--- src/ordered_key_set_pred_succ_defines.svh ---
// Assertion macros for the ordered key set block.
// Used by files that carry concurrent checks; depends on nothing else.
`ifndef ORDERED_KEY_SET_PRED_SUCC_DEFINES_SVH
`define ORDERED_KEY_SET_PRED_SUCC_DEFINES_SVH

`ifndef SYNTH
`define OKSPD_ASSERT(lbl, clk, rstn, prop, msg) \
  lbl: assert property (@(posedge clk) disable iff (!rstn) prop) else $error(msg);
`define OKSPD_ASSERT_ALWAYS(lbl, clk, prop, msg) \
  lbl: assert property (@(posedge clk) prop) else $error(msg);
`else
`define OKSPD_ASSERT(lbl, clk, rstn, prop, msg)
`define OKSPD_ASSERT_ALWAYS(lbl, clk, prop, msg)
`endif

`endif

--- src/okspd_pkg.sv ---
// Shared types, constants and bit-scan functions for the ordered key set.
// Used by every module of the block; depends on nothing else.
`timescale 1ns / 1ps
package okspd_pkg;

  localparam int DEF_KEY_BITS   = 10;
  localparam int DEF_VALUE_BITS = 32;

  typedef enum logic [2:0] {
    OP_INSERT = 3'd0,
    OP_LOOKUP = 3'd1,
    OP_DELETE = 3'd2,
    OP_PRED   = 3'd3,
    OP_SUCC   = 3'd4
  } op_t;

  typedef enum logic [2:0] {
    ST_CLR,
    ST_IDLE,
    ST_RD,
    ST_SUMK,
    ST_SUM,
    ST_WRD,
    ST_VAL,
    ST_DONE
  } state_t;

  typedef enum logic [1:0] {
    SCAN_BELOW,
    SCAN_ABOVE,
    SCAN_TOP,
    SCAN_LOW
  } scan_mode_t;

  typedef struct packed {
    logic pw_we;
    logic pw_re;
    logic sw_we;
    logic sw_re;
    logic val_we;
    logic val_re;
  } mem_ctl_t;

  // Address width of the presence word store.
  function automatic int word_idx_bits(input int kb);
    return (kb > 5) ? kb - 5 : 1;
  endfunction

  // Address width of the summary word store.
  function automatic int sum_idx_bits(input int kb);
    return (kb > 10) ? kb - 10 : 1;
  endfunction

  function automatic int num_words(input int kb);
    return (kb > 5) ? (1 << (kb - 5)) : 1;
  endfunction

  function automatic int num_sum_words(input int kb);
    return (kb > 10) ? (1 << (kb - 10)) : 1;
  endfunction

  // Index of the single set bit of a one-hot word.
  function automatic logic [4:0] onehot_enc(input logic [31:0] oh);
    logic [4:0] r;
    r = '0;
    for (int i = 0; i < 32; i++) begin
      if (oh[i]) begin
        r = r | 5'(i);
      end
    end
    return r;
  endfunction

  function automatic logic [4:0] low_bit(input logic [31:0] m);
    logic [31:0] iso;
    iso = m & (~m + 32'd1);
    return onehot_enc(iso);
  endfunction

  function automatic logic [4:0] top_bit(input logic [31:0] m);
    logic [31:0] rev;
    logic [31:0] iso;
    for (int i = 0; i < 32; i++) begin
      rev[i] = m[31 - i];
    end
    iso = rev & (~rev + 32'd1);
    return 5'd31 - onehot_enc(iso);
  endfunction

endpackage

--- src/okspd_scan.sv ---
// Shared word scan unit: finds the nearest set bit of a 32-bit bitmap word
// around a position, or its highest or lowest set bit. Depends on okspd_pkg.
`timescale 1ns / 1ps
module okspd_scan (
  input  logic [31:0]             word,
  input  logic [4:0]              pos,
  input  okspd_pkg::scan_mode_t   mode,
  output logic                    hit,
  output logic [4:0]              idx
);
  import okspd_pkg::*;

  logic [31:0] mask;
  logic [31:0] masked;
  logic        use_top;

  always_comb begin
    case (mode)
      SCAN_BELOW: mask = ~(32'hFFFF_FFFF << pos);
      SCAN_ABOVE: mask = 32'hFFFF_FFFE << pos;
      default:    mask = 32'hFFFF_FFFF;
    endcase
  end

  assign use_top = (mode == SCAN_BELOW) || (mode == SCAN_TOP);
  assign masked  = word & mask;
  assign hit     = |masked;
  assign idx     = use_top ? top_bit(masked) : low_bit(masked);

endmodule

--- config.mk ---
export PLATFORM = sky130hd
export DESIGN_NAME = okspd_scan
export DESIGN_NICKNAME = d
export VERILOG_FILES = /design/src/ordered_key_set_pred_succ_defines.svh /design/src/okspd_pkg.sv /design/src/okspd_scan.sv
export SDC_FILE = /design/constraint.sdc
export NUM_CORES = 1
export LEC_CHECK = 0
export ABC_AREA = 1
export BUFFER_PORTS_ARGS = -buffer_cell sky130_fd_sc_hd__buf_2
export CORE_UTILIZATION = 61
export DETAILED_ROUTE_END_ITERATION = 10
export PLACE_DENSITY = 0.87
export SYNTH_ARGS = -nofsm -noshare
export SYNTH_HDL_FRONTEND = slang
export SYNTH_SLANG_ARGS = --single-unit
--- constraint.sdc ---
create_clock -name vclk -period 5.3
set_input_delay 1.06 -clock vclk [all_inputs]
set_output_delay 1.06 -clock vclk [all_outputs]
set_load 0.03 [all_outputs]
# Word-level counts from Yosys, hierarchy flattened
# Index checks and enable logic that the tools add are counted.
[op_classes]
n_eq_ne = 2
n_addsub = 3
mux = 64
n_shift = 2
mul = 0
div = 0
order_cmp = 0
reduce_logical = 3
bitwise_logic = 6
[op_table]
columns = ["op", "n"]
rows = [
  ["5-bit 2-to-1 mux", 33],
  ["32-bit bitwise AND", 3],
  ["32-bit inverter", 3],
  ["32-bit by 1-bit adder with 32-bit output (second input constant)", 2],
  ["4-bit 2-to-1 mux", 16],
  ["32-bit case mux with 2 select lines", 1],
  ["32-bit by 5-bit left shift with 32-bit output (first input constant)", 2],
  ["32-bit OR reduction", 1],
  ["3-bit 2-to-1 mux", 8],
  ["2-bit 2-to-1 mux", 4],
  ["5-bit subtractor (first input constant)", 1],
  ["2-bit by 1-bit equality test with 1-bit output (second input constant)", 1],
  ["2-bit equality test (second input constant)", 1],
  ["2-bit zero test", 1],
  ["1-bit 2-to-1 mux", 2],
  ["1-bit logical OR", 1],
]
[word_totals]
rom_bits = 0
mem_bits_rw = 0
latchBits = 0
elab_cells = 80
reg_bits = 0
output_inout_bits = 6
memories = 0

# Logic depth before layout (Yosys ltp)
# Gate-level depths: netlist of the first run.
[logic_depth]
word_depth = 40
mapped_depth = 19
ltp_nobuf = 18

# Least setup slack after synthesis of the first run
# No wires, ideal clock.
[synth_timing]
path_kind = "input-to-output"
startpoint = "in pos[1]"
endpoint = "out idx[1]"
required_ps = 4240
cell_stages = 16
slack_ps = 1464
arrival_ps = 2776
cell_sequence = "buf_2 -> nand2_1 -> nand2_1 -> inv_1 -> nand2_1 -> nand2_1 -> nand2_1 -> nand2_1 -> nor2_2 -> nand2_2 -> nor2_2 -> nand3_1 -> and3_1 -> nand2_1 -> nand2_1 -> nand2_1"
[synth_between]
elab_chain_cells = 40
[synth_lines]
columns = ["element", "line_no", "rtl"]
rows = [
  ["start, declared", "okspd_scan.sv:6", "input logic [4:0] pos,"],
  ["32-bit by 5-bit left shift with 32-bit output", "okspd_scan.sv:19", "SCAN_BELOW: mask = ~(32'hFFFF_FFFF << pos);"],
  ["32-bit inverter", "okspd_scan.sv:19", ""],
  ["32-bit case mux with 2 select lines (*)", "okspd_scan.sv:18", "case (mode)"],
  ["32-bit bitwise AND (*)", "okspd_scan.sv:26", "assign masked = word & mask;"],
  ["32-bit inverter", "okspd_pkg.sv:86", "iso = rev & (~rev + 32'd1);"],
  ["32-bit by 1-bit adder with 32-bit output", "okspd_pkg.sv:86", ""],
  ["32-bit bitwise AND", "okspd_pkg.sv:86", ""],
  ["1-bit 2-to-1 mux", "okspd_pkg.sv:67", "if (oh[i]) begin"],
  ["2-bit 2-to-1 mux (2 in series)", "okspd_pkg.sv:67", ""],
  ["3-bit 2-to-1 mux (4 in series)", "okspd_pkg.sv:67", ""],
  ["4-bit 2-to-1 mux (8 in series)", "okspd_pkg.sv:67", ""],
  ["5-bit 2-to-1 mux (16 in series)", "okspd_pkg.sv:67", ""],
  ["5-bit subtractor", "okspd_pkg.sv:87", "return 5'd31 - onehot_enc(iso);"],
  ["5-bit 2-to-1 mux (*)", "okspd_scan.sv:28", "assign idx = use_top ? top_bit(masked) : low_bit(masked);"],
  ["end, declared", "okspd_scan.sv:9", "output logic [4:0] idx"],
]
# Every way passes the cells marked *; elsewhere a longest branch is shown, timed or not.

# Worst setup path after layout of the first run
[layout_timing]
startpoint = "in mode[0]"
endpoint = "out idx[2]"
[layout_between]
elab_chain_cells = 39
[layout_lines]
columns = ["element", "line_no", "rtl"]
rows = [
  ["start, declared", "okspd_scan.sv:7", "input okspd_pkg::scan_mode_t mode,"],
  ["2-bit by 1-bit equality test with 1-bit output or 2-bit zero test (tied branches)", "okspd_scan.sv:18, okspd_scan.sv:25", ""],
  ["32-bit case mux with 2 select lines", "okspd_scan.sv:18", ""],
  ["32-bit bitwise AND", "okspd_scan.sv:26", ""],
  ["32-bit inverter", "okspd_pkg.sv:86", ""],
  ["32-bit by 1-bit adder with 32-bit output", "okspd_pkg.sv:86", ""],
  ["32-bit bitwise AND", "okspd_pkg.sv:86", ""],
  ["1-bit 2-to-1 mux", "okspd_pkg.sv:67", ""],
  ["2-bit 2-to-1 mux (2 in series)", "okspd_pkg.sv:67", ""],
  ["3-bit 2-to-1 mux (4 in series)", "okspd_pkg.sv:67", ""],
  ["4-bit 2-to-1 mux (8 in series)", "okspd_pkg.sv:67", ""],
  ["5-bit 2-to-1 mux (16 in series)", "okspd_pkg.sv:67", ""],
  ["5-bit subtractor", "okspd_pkg.sv:87", ""],
  ["5-bit 2-to-1 mux (*)", "okspd_scan.sv:28", ""],
]
# Marks and branches as above.

==> results.md, run 1 <==
Run status:
- The run finished with clean final reports.

STA:
- The number of endpoints with negative hold slack in the final report was 0.
- Hold timing on the final database bottoms out at a slack of 2.659 ns.
- The number of slew-limit violations in the final report is 0.
- Summed over all failing endpoints, the final setup total negative slack is 0 ns.
- Setup repair after global routing left no endpoint under its margin.
- In this run the tightest slew margin relative to its limit is 71.17%.
- Based on the critical path, the design can be clocked at up to between 0.2 and 0.25 GHz.
- For the pin with the worst max-slew slack, the measured transition is approximately 0.43 ns.
- The ratio of final minimum period to clock period is ~92%.
- Counting I/O delays and the setup requirement, the final critical path takes around 5 ns.
- The final setup violation count is 0.

Global route:
- The combined global-route utilization of all metal layers is 47.97%.
- The number of antenna violations at the first check in global routing is 0.
- The number of global-route vias before repair is roughly 3,400.
- The final global-route overflow total is 0.
- Entering global routing, the biggest net connects 20 pins.
- The first global-routing pass estimated 15,570 um of wire.

Clocking:
- The number of hold buffers added after CTS is 0.
- The buffers inserted during post-CTS setup optimization is 0.
- The post-cts resize count is 0.

Hold path:
- In this run the worst hold path is classified as input port to primary output.

Placement:
- The number of placed instances, taps included, is 605.
- The congestion estimate from routability-driven global placement came to 1.188.
- Buffers placed on the I/O ports in this run total 45.
- After legalization and detailed placement, the total HPWL measured 8013 um.

Cells and area:
- The final layout contains 598 nets.
- The number of clock buffers in the layout is 0.
- At the end of the flow the core is filled with cells to about 70%.
- The proportion of layout cells with a drive suffix above 1 is 16.88%.
- The sequential cell count is 0.
- The number of fill cells is 390.
- The count of inserted antenna diode cells is 0.
- The area of all sequential standard cells is 0 sq um.
- For this run, the number of standard cells in the final layout without fillers is around 610.
- From synthesis to final layout, the design area changed by 9.773%.

Critical path:
- By startpoint and endpoint, the worst setup path is classified as input port to primary output.
- The top fanout value on the critical path is 11.
- The worst path arrival time is between 3 and 4 ns.
- The sort of element at the end of the critical path is a primary output.
- The kind of cell adding the most delay to the critical path is simple AND/OR/NAND/NOR gates.
- The startpoint type of the worst setup path is an input port.
- The number of buffer and inverter instances along the worst setup path is 4.
- The cell with the largest stage delay on the worst path is sky130_fd_sc_hd__buf_2.
- The highest cell delay on the worst timing path is 0.32 ns.
- Walking the worst path, the cells encountered are buf_2 > inv_1 > nor2_2 > buf_4 > nand2_1 > nand3_1 > nand3_1 > nor2_1 > nand3_1 > nor2_1 > nor2_1 > nand2_1 > nor2_1 > nand3_1 > nand2_1 > nand2_1 > buf_2.
- At the worst endpoint, the required time is 4.24 ns.

Floorplanning:
- The initial utilization of the core area, before any placement, comes to 64.21%.
- Measured along the y axis, the die boundary spans 64.31 um.
- The floorplan step defined a core boundary enclosing 3689 sq um.
- The total die area is 4136 sq um.
- In this run the core area contains 22 standard-cell rows.
- In this run the horizontal extent of the chip is 64.31 um.
- The top-level I/O count is 45.

Logic synthesis:
- Of the synthesized area, sequential elements account for 0%.
- Synthesis handed over a netlist of 519 instances.
- The number of nets produced by synthesis is 558.
- After synthesis, the largest area contributor takes up 30.27% of total cell area.
- The yosys synthesis warning count is 0.
- By area the synthesized netlist is led by sky130_fd_sc_hd__nand2_1 30%, sky130_fd_sc_hd__nor2_1 16%, sky130_fd_sc_hd__nand3_1 15%, sky130_fd_sc_hd__inv_1 7.1%, sky130_fd_sc_hd__nor2_2 4.0%.
- The count of distinct cell types in the synthesized netlist is 30.
- Summed over all instances, the cell type with the most area after synthesis is sky130_fd_sc_hd__nand2_1.
- The synthesized cell area is 2369 sq um.
- In this run the mean area of a mapped cell was 4.564 sq um.

Detailed routing:
- The remaining antenna violation count is 0.
- For this block, the initial DRC count from the detailed router was 579.
- The remaining routing DRC violations is 0.
- In the final routed layout, each cell accounts on average for 15.85 um.
- Using the TritonRoute via totals, the vias-per-cell ratio works out to roughly 6.2.
- The routed layout has 3,752 vias.
- The final layout contains routed wiring with a total length of 9591 um.
- The number of optimization iterations in the first detailed-route pass is 7.

Pwr:
- Dividing total power by cell area gives a power density of around 80 nW/um^2.
- The peak ir drop on the vdd network is 0.05584 mV.
- Summed over all cells, the static leakage comes to roughly 1.5 nW.
- Power comes to between 200 and 250 uW.

Job:
- The number of max-cap violations is 0.
## area by class of cell
type                       count  area [sq um]  share of cell area [%]
multi-input combinational    458          2106                   80.99
timing repair buffer          46         232.7                   8.951
inverter                      53         201.4                   7.748
tap                           48         60.06                   2.310
## Yosys cell counts (4+ instances only)
| cell | instances |
|---|---|
| sky130_fd_sc_hd__a21oi_1 | 10 |
| sky130_fd_sc_hd__nor2_4 | 4 |
| sky130_fd_sc_hd__inv_2 | 7 |
| sky130_fd_sc_hd__nor2_2 | 15 |
| sky130_fd_sc_hd__nand3_2 | 7 |
| sky130_fd_sc_hd__o21ai_1 | 4 |
| sky130_fd_sc_hd__inv_1 | 45 |
| sky130_fd_sc_hd__buf_2 | 4 |
| sky130_fd_sc_hd__nand2_2 | 11 |
| sky130_fd_sc_hd__nand3_1 | 70 |
| sky130_fd_sc_hd__nand4_1 | 10 |
| sky130_fd_sc_hd__nor3_1 | 9 |
| sky130_fd_sc_hd__nand3b_1 | 7 |
| sky130_fd_sc_hd__nand2_1 | 191 |
| sky130_fd_sc_hd__nor2_1 | 99 |
## worst min-delay path: cells and delay by family
family | cells | cell delay (ns)
buffers and inverters | 2 | 0.39
and+or+nand+nor | 2 | 0.15
## cells by family (layout without fill, tap and decap cells)
family | after synthesis | count (layout) | share of synthesized area [%]
compound gates | 30 | 30 | 7.871
buf+inv | 61 | 99 | 11.09
simple gates | 428 | 428 | 81.04
## layout by cell type (no fill, tap or decap), drive strengths merged, types with 7 or more instances in the layout
cell type	n
a21oi	10
buf	46
inv	53
nand2	202
nand3	78
nand3b	7
nand4	10
nor2	118
nor3	9
o21ai	8
## where the power goes
group / internal, mW / leakage [nW] / total (mW) / switching [mW]
Clock: 0 / 0 / 0 / 0
Sequential: 0 / 0 / 0 / 0
Combinational: 0.0588 / 1.46 / 0.208 / 0.150
Total: 0.0588 / 1.46 / 0.208 / 0.150
## final timing paths
check	startpoint	end	slack (ns)	cells after the start
setup / recovery	mode[0]	idx[2]	0.41	17
hold / removal	mode[0]	idx[1]	2.66	4
## stage by stage
step / cell area, sq um / setup WS (ns)
3_3_place_gp: 2600 / 0.6398
3_5_place_dp: 2600 / 0.5743
6_report: 2600 / 0.4141
5_1_grt: 2600 / 0.2028
4_1_cts: 2600 / 0.5649
2_1_floorplan: 2369 / 1.464
## layer usage
| layer | wire length [um] | GRT usage [%] |
|---|---|---|
| met1 | 3652 | 62.71 |
| met2 | 3928 | 75.79 |
| met3 | 1616 | 11.96 |
| met4 | 394 | 15.83 |
| met5 | 0 | 0 |
Power figures use the tool's default switching activity.
==> run 2: changes to the inputs <==
Settings changed: CORE_UTILIZATION 61 to 41, PLACE_DENSITY 0.87 to default.
==> results.md, run 2 (same netlist as run 1, synthesis figures left out) <==
STA:
- The final sum of negative setup slack is 0 ns.
- For the pin with the worst max-slew slack, the measured transition is 0.4354 ns.
- Final hold analysis gives a worst-case slack of around 2.7 ns.
- Setup repair after global routing left no endpoint under its margin.
- Of the available clock period, the critical path in the final layout requires 88.79%.
- The final setup violation count is 0.
- For the finished layout, the period the worst path requires is 4.706 ns.
- The number of endpoints with negative hold slack in the final report is 0.
- The highest clock rate is between 0.2 and 0.25 GHz.
- The number of slew-limit violations in the final report was 0.
- In this run the tightest slew margin relative to its limit is 70.87%.

Clocking:
- The buffers inserted during post-CTS setup optimization is 0.
- The number of hold buffers added after CTS is 0.
- Post-CTS repair changed the size of 0 cells.

Placement:
- Once placement finished, the instance area stood at 2645 sq um.
- The number of port buffers is between 40 and 50.
- The total placed cells including tap cells is 631.
- Routability-driven placement finished with a final weighted congestion of 1.016.
- The placed wire-length estimate is a little under 9000 um.

Detailed routing:
- Across all layers, the routed design uses 3,584 vias.
- After detailed routing, the number of remaining DRC violations is 0.
- The via-per-instance ratio is about 5.7.
- The detailed router finished its first iteration with 374 violations.
- The aggregate routed wire length is 10,250 um.
- In the final routed layout, each cell accounts on average for between 15 and 20 um.
- Once detail routing completed, the nets flagged for antenna violations numbered 0.
- The first detailed-routing pass ran for 5 iterations.

Pwr:
- The leakage power figure is approximately 1.5 nW.
- Across the VDD grid, the largest voltage drop is 0.04832 mV.
- The power per standard cell area is slightly below 80 nW/um^2.
- The total power after layout is 209.7 uW.

Global route:
- For this run the aggregate overflow at the end of global routing stands at 0.
- In the global route stage, overall resource usage came out at about 36%.
- The number of global-route vias before repair is around 3,400.
- The first-pass GRT wire length is 16,910 um.
- The largest net degree at the start of global routing is 20.
- The number of antenna violations at the first check in global routing is 0.

Floorplanning:
- During I/O placement, the number of pins put on the boundary was 45.
- The total die area is just over 6000 sq um.
- In this run the standard cell core region covers 5540 sq um.
- The floorplan step set the die height to 78.01 um.
- The floorplan has 27 rows.
- The starting density of the core is a little over two fifths.
- The chip width is between 70 and 80 um.

Cells and area:
- Once layout is done, the placed cells without fillers occupy 2645 sq um.
- The filler cells instantiated in the layout total around 660.
- Summing all flip-flop and latch instances after layout gives 0 sq um.
- The final standard cell count with taps included and fillers excluded is 631.
- In the layout the commonest cells are 191 x sky130_fd_sc_hd__nand2_1, 99 x sky130_fd_sc_hd__nor2_1, 70 x sky130_fd_sc_hd__nand3_1, 45 x sky130_fd_sc_hd__inv_1, 45 x sky130_fd_sc_hd__buf_2.
- Cells with a size suffix above 1 make up 17.17% of the layout.
- Summing all multi-input logic gate instances after layout gives 2106 sq um.
- At the end of the flow, the number of nets in the layout was 600.
- The number of clock buffers in the layout is 0.
- The sequential cell count is 0.
- The repair_antennas step left the layout with diodes totalling 0.
- The leading cell type in the layout, fill and taps excluded is sky130_fd_sc_hd__nand2_1.
- The area growth from synthesis to layout is 11.67%.

Hold path:
- The startpoint of the lowest-slack hold path is mode[0].
- The worst min-delay path category is input port to primary output.

Critical path:
- The highest cell delay on the worst timing path is just under 0.4 ns.
- STA classifies the critical path startpoint as an input port.
- Among cell families on the critical path, the largest total delay comes from simple AND/OR/NAND/NOR gates.
- In this run the worst setup path begins at mode[0].
- The top fanout value on the critical path is 19.
- The cell with the largest stage delay on the worst path is sky130_fd_sc_hd__nor2_4.
- In this design, the critical path's most frequently occurring cell is sky130_fd_sc_hd__nand3_1.
- The worst setup path is captured at a primary output.
- The data required time of the worst path is 4.24 ns.
- Traced cell by cell, the critical path runs through buf_2 > buf_4 > nor2_4 > nand3_1 > nand3_1 > nand3_1 > nor2_1 > nand3_1 > nor2_1 > nor2_1 > nand2_1 > nor2_1 > nand3_1 > nand2_1 > nand2_1 > buf_2.
- The kind of critical path is input port to primary output.
- The number of buffer and inverter instances along the worst setup path is 3.
- Data arrives at the worst endpoint at roughly 3.7 ns.

Run status:
- The run finished with clean final reports.

Job:
- The number of max-cap violations is 0.
[run 2: layer usage]
| metal | vias up | share of wire (%) | GRT usage (%) |
|---|---|---|---|
| met4 | 0 | 5.2 | 15.74 |
| met2 | 222 | 41 | 54.69 |
| li1 | 1753 | - | - |
| met1 | 1567 | 44 | 48.40 |
| met3 | 42 | 9.6 | 5.882 |
| met5 | - | 0 | 0 |
[run 2: path summary, 6_finish.rpt]
check / endpoint / slack (ns) / cells past startpoint
max: idx[2] / 0.59 / 16
min: idx[1] / 2.71 / 5
[run 2: area by class of cell]
class                           count  area share [%]
Multi-Input combinational cell    458           79.61
Inverter                           53           7.616
Tap cell                           72           3.406
Timing Repair Buffer               48           9.366
[run 2: stage by stage]
stage	utilization [%]	setup WS [ns]
final	47.74	0.5940
after global routing	47.74	0.3615
after CTS	47.74	0.6604
after detailed placement	47.74	0.6647
after global placement	47.74	0.6028
after floorplan	-	1.464
[run 2: worst min-delay path, delay by kind of cell]
kind	cells	cell delay, ns
buffers and inverters	3	0.47
and+or+nand+nor	2	0.12
[run 2: report_power, final]
group | total, mW | internal, mW | switching (mW)
Sequential | 0 | 0 | 0
Clock | 0 | 0 | 0
Combinational | 0.210 | 0.0598 | 0.150
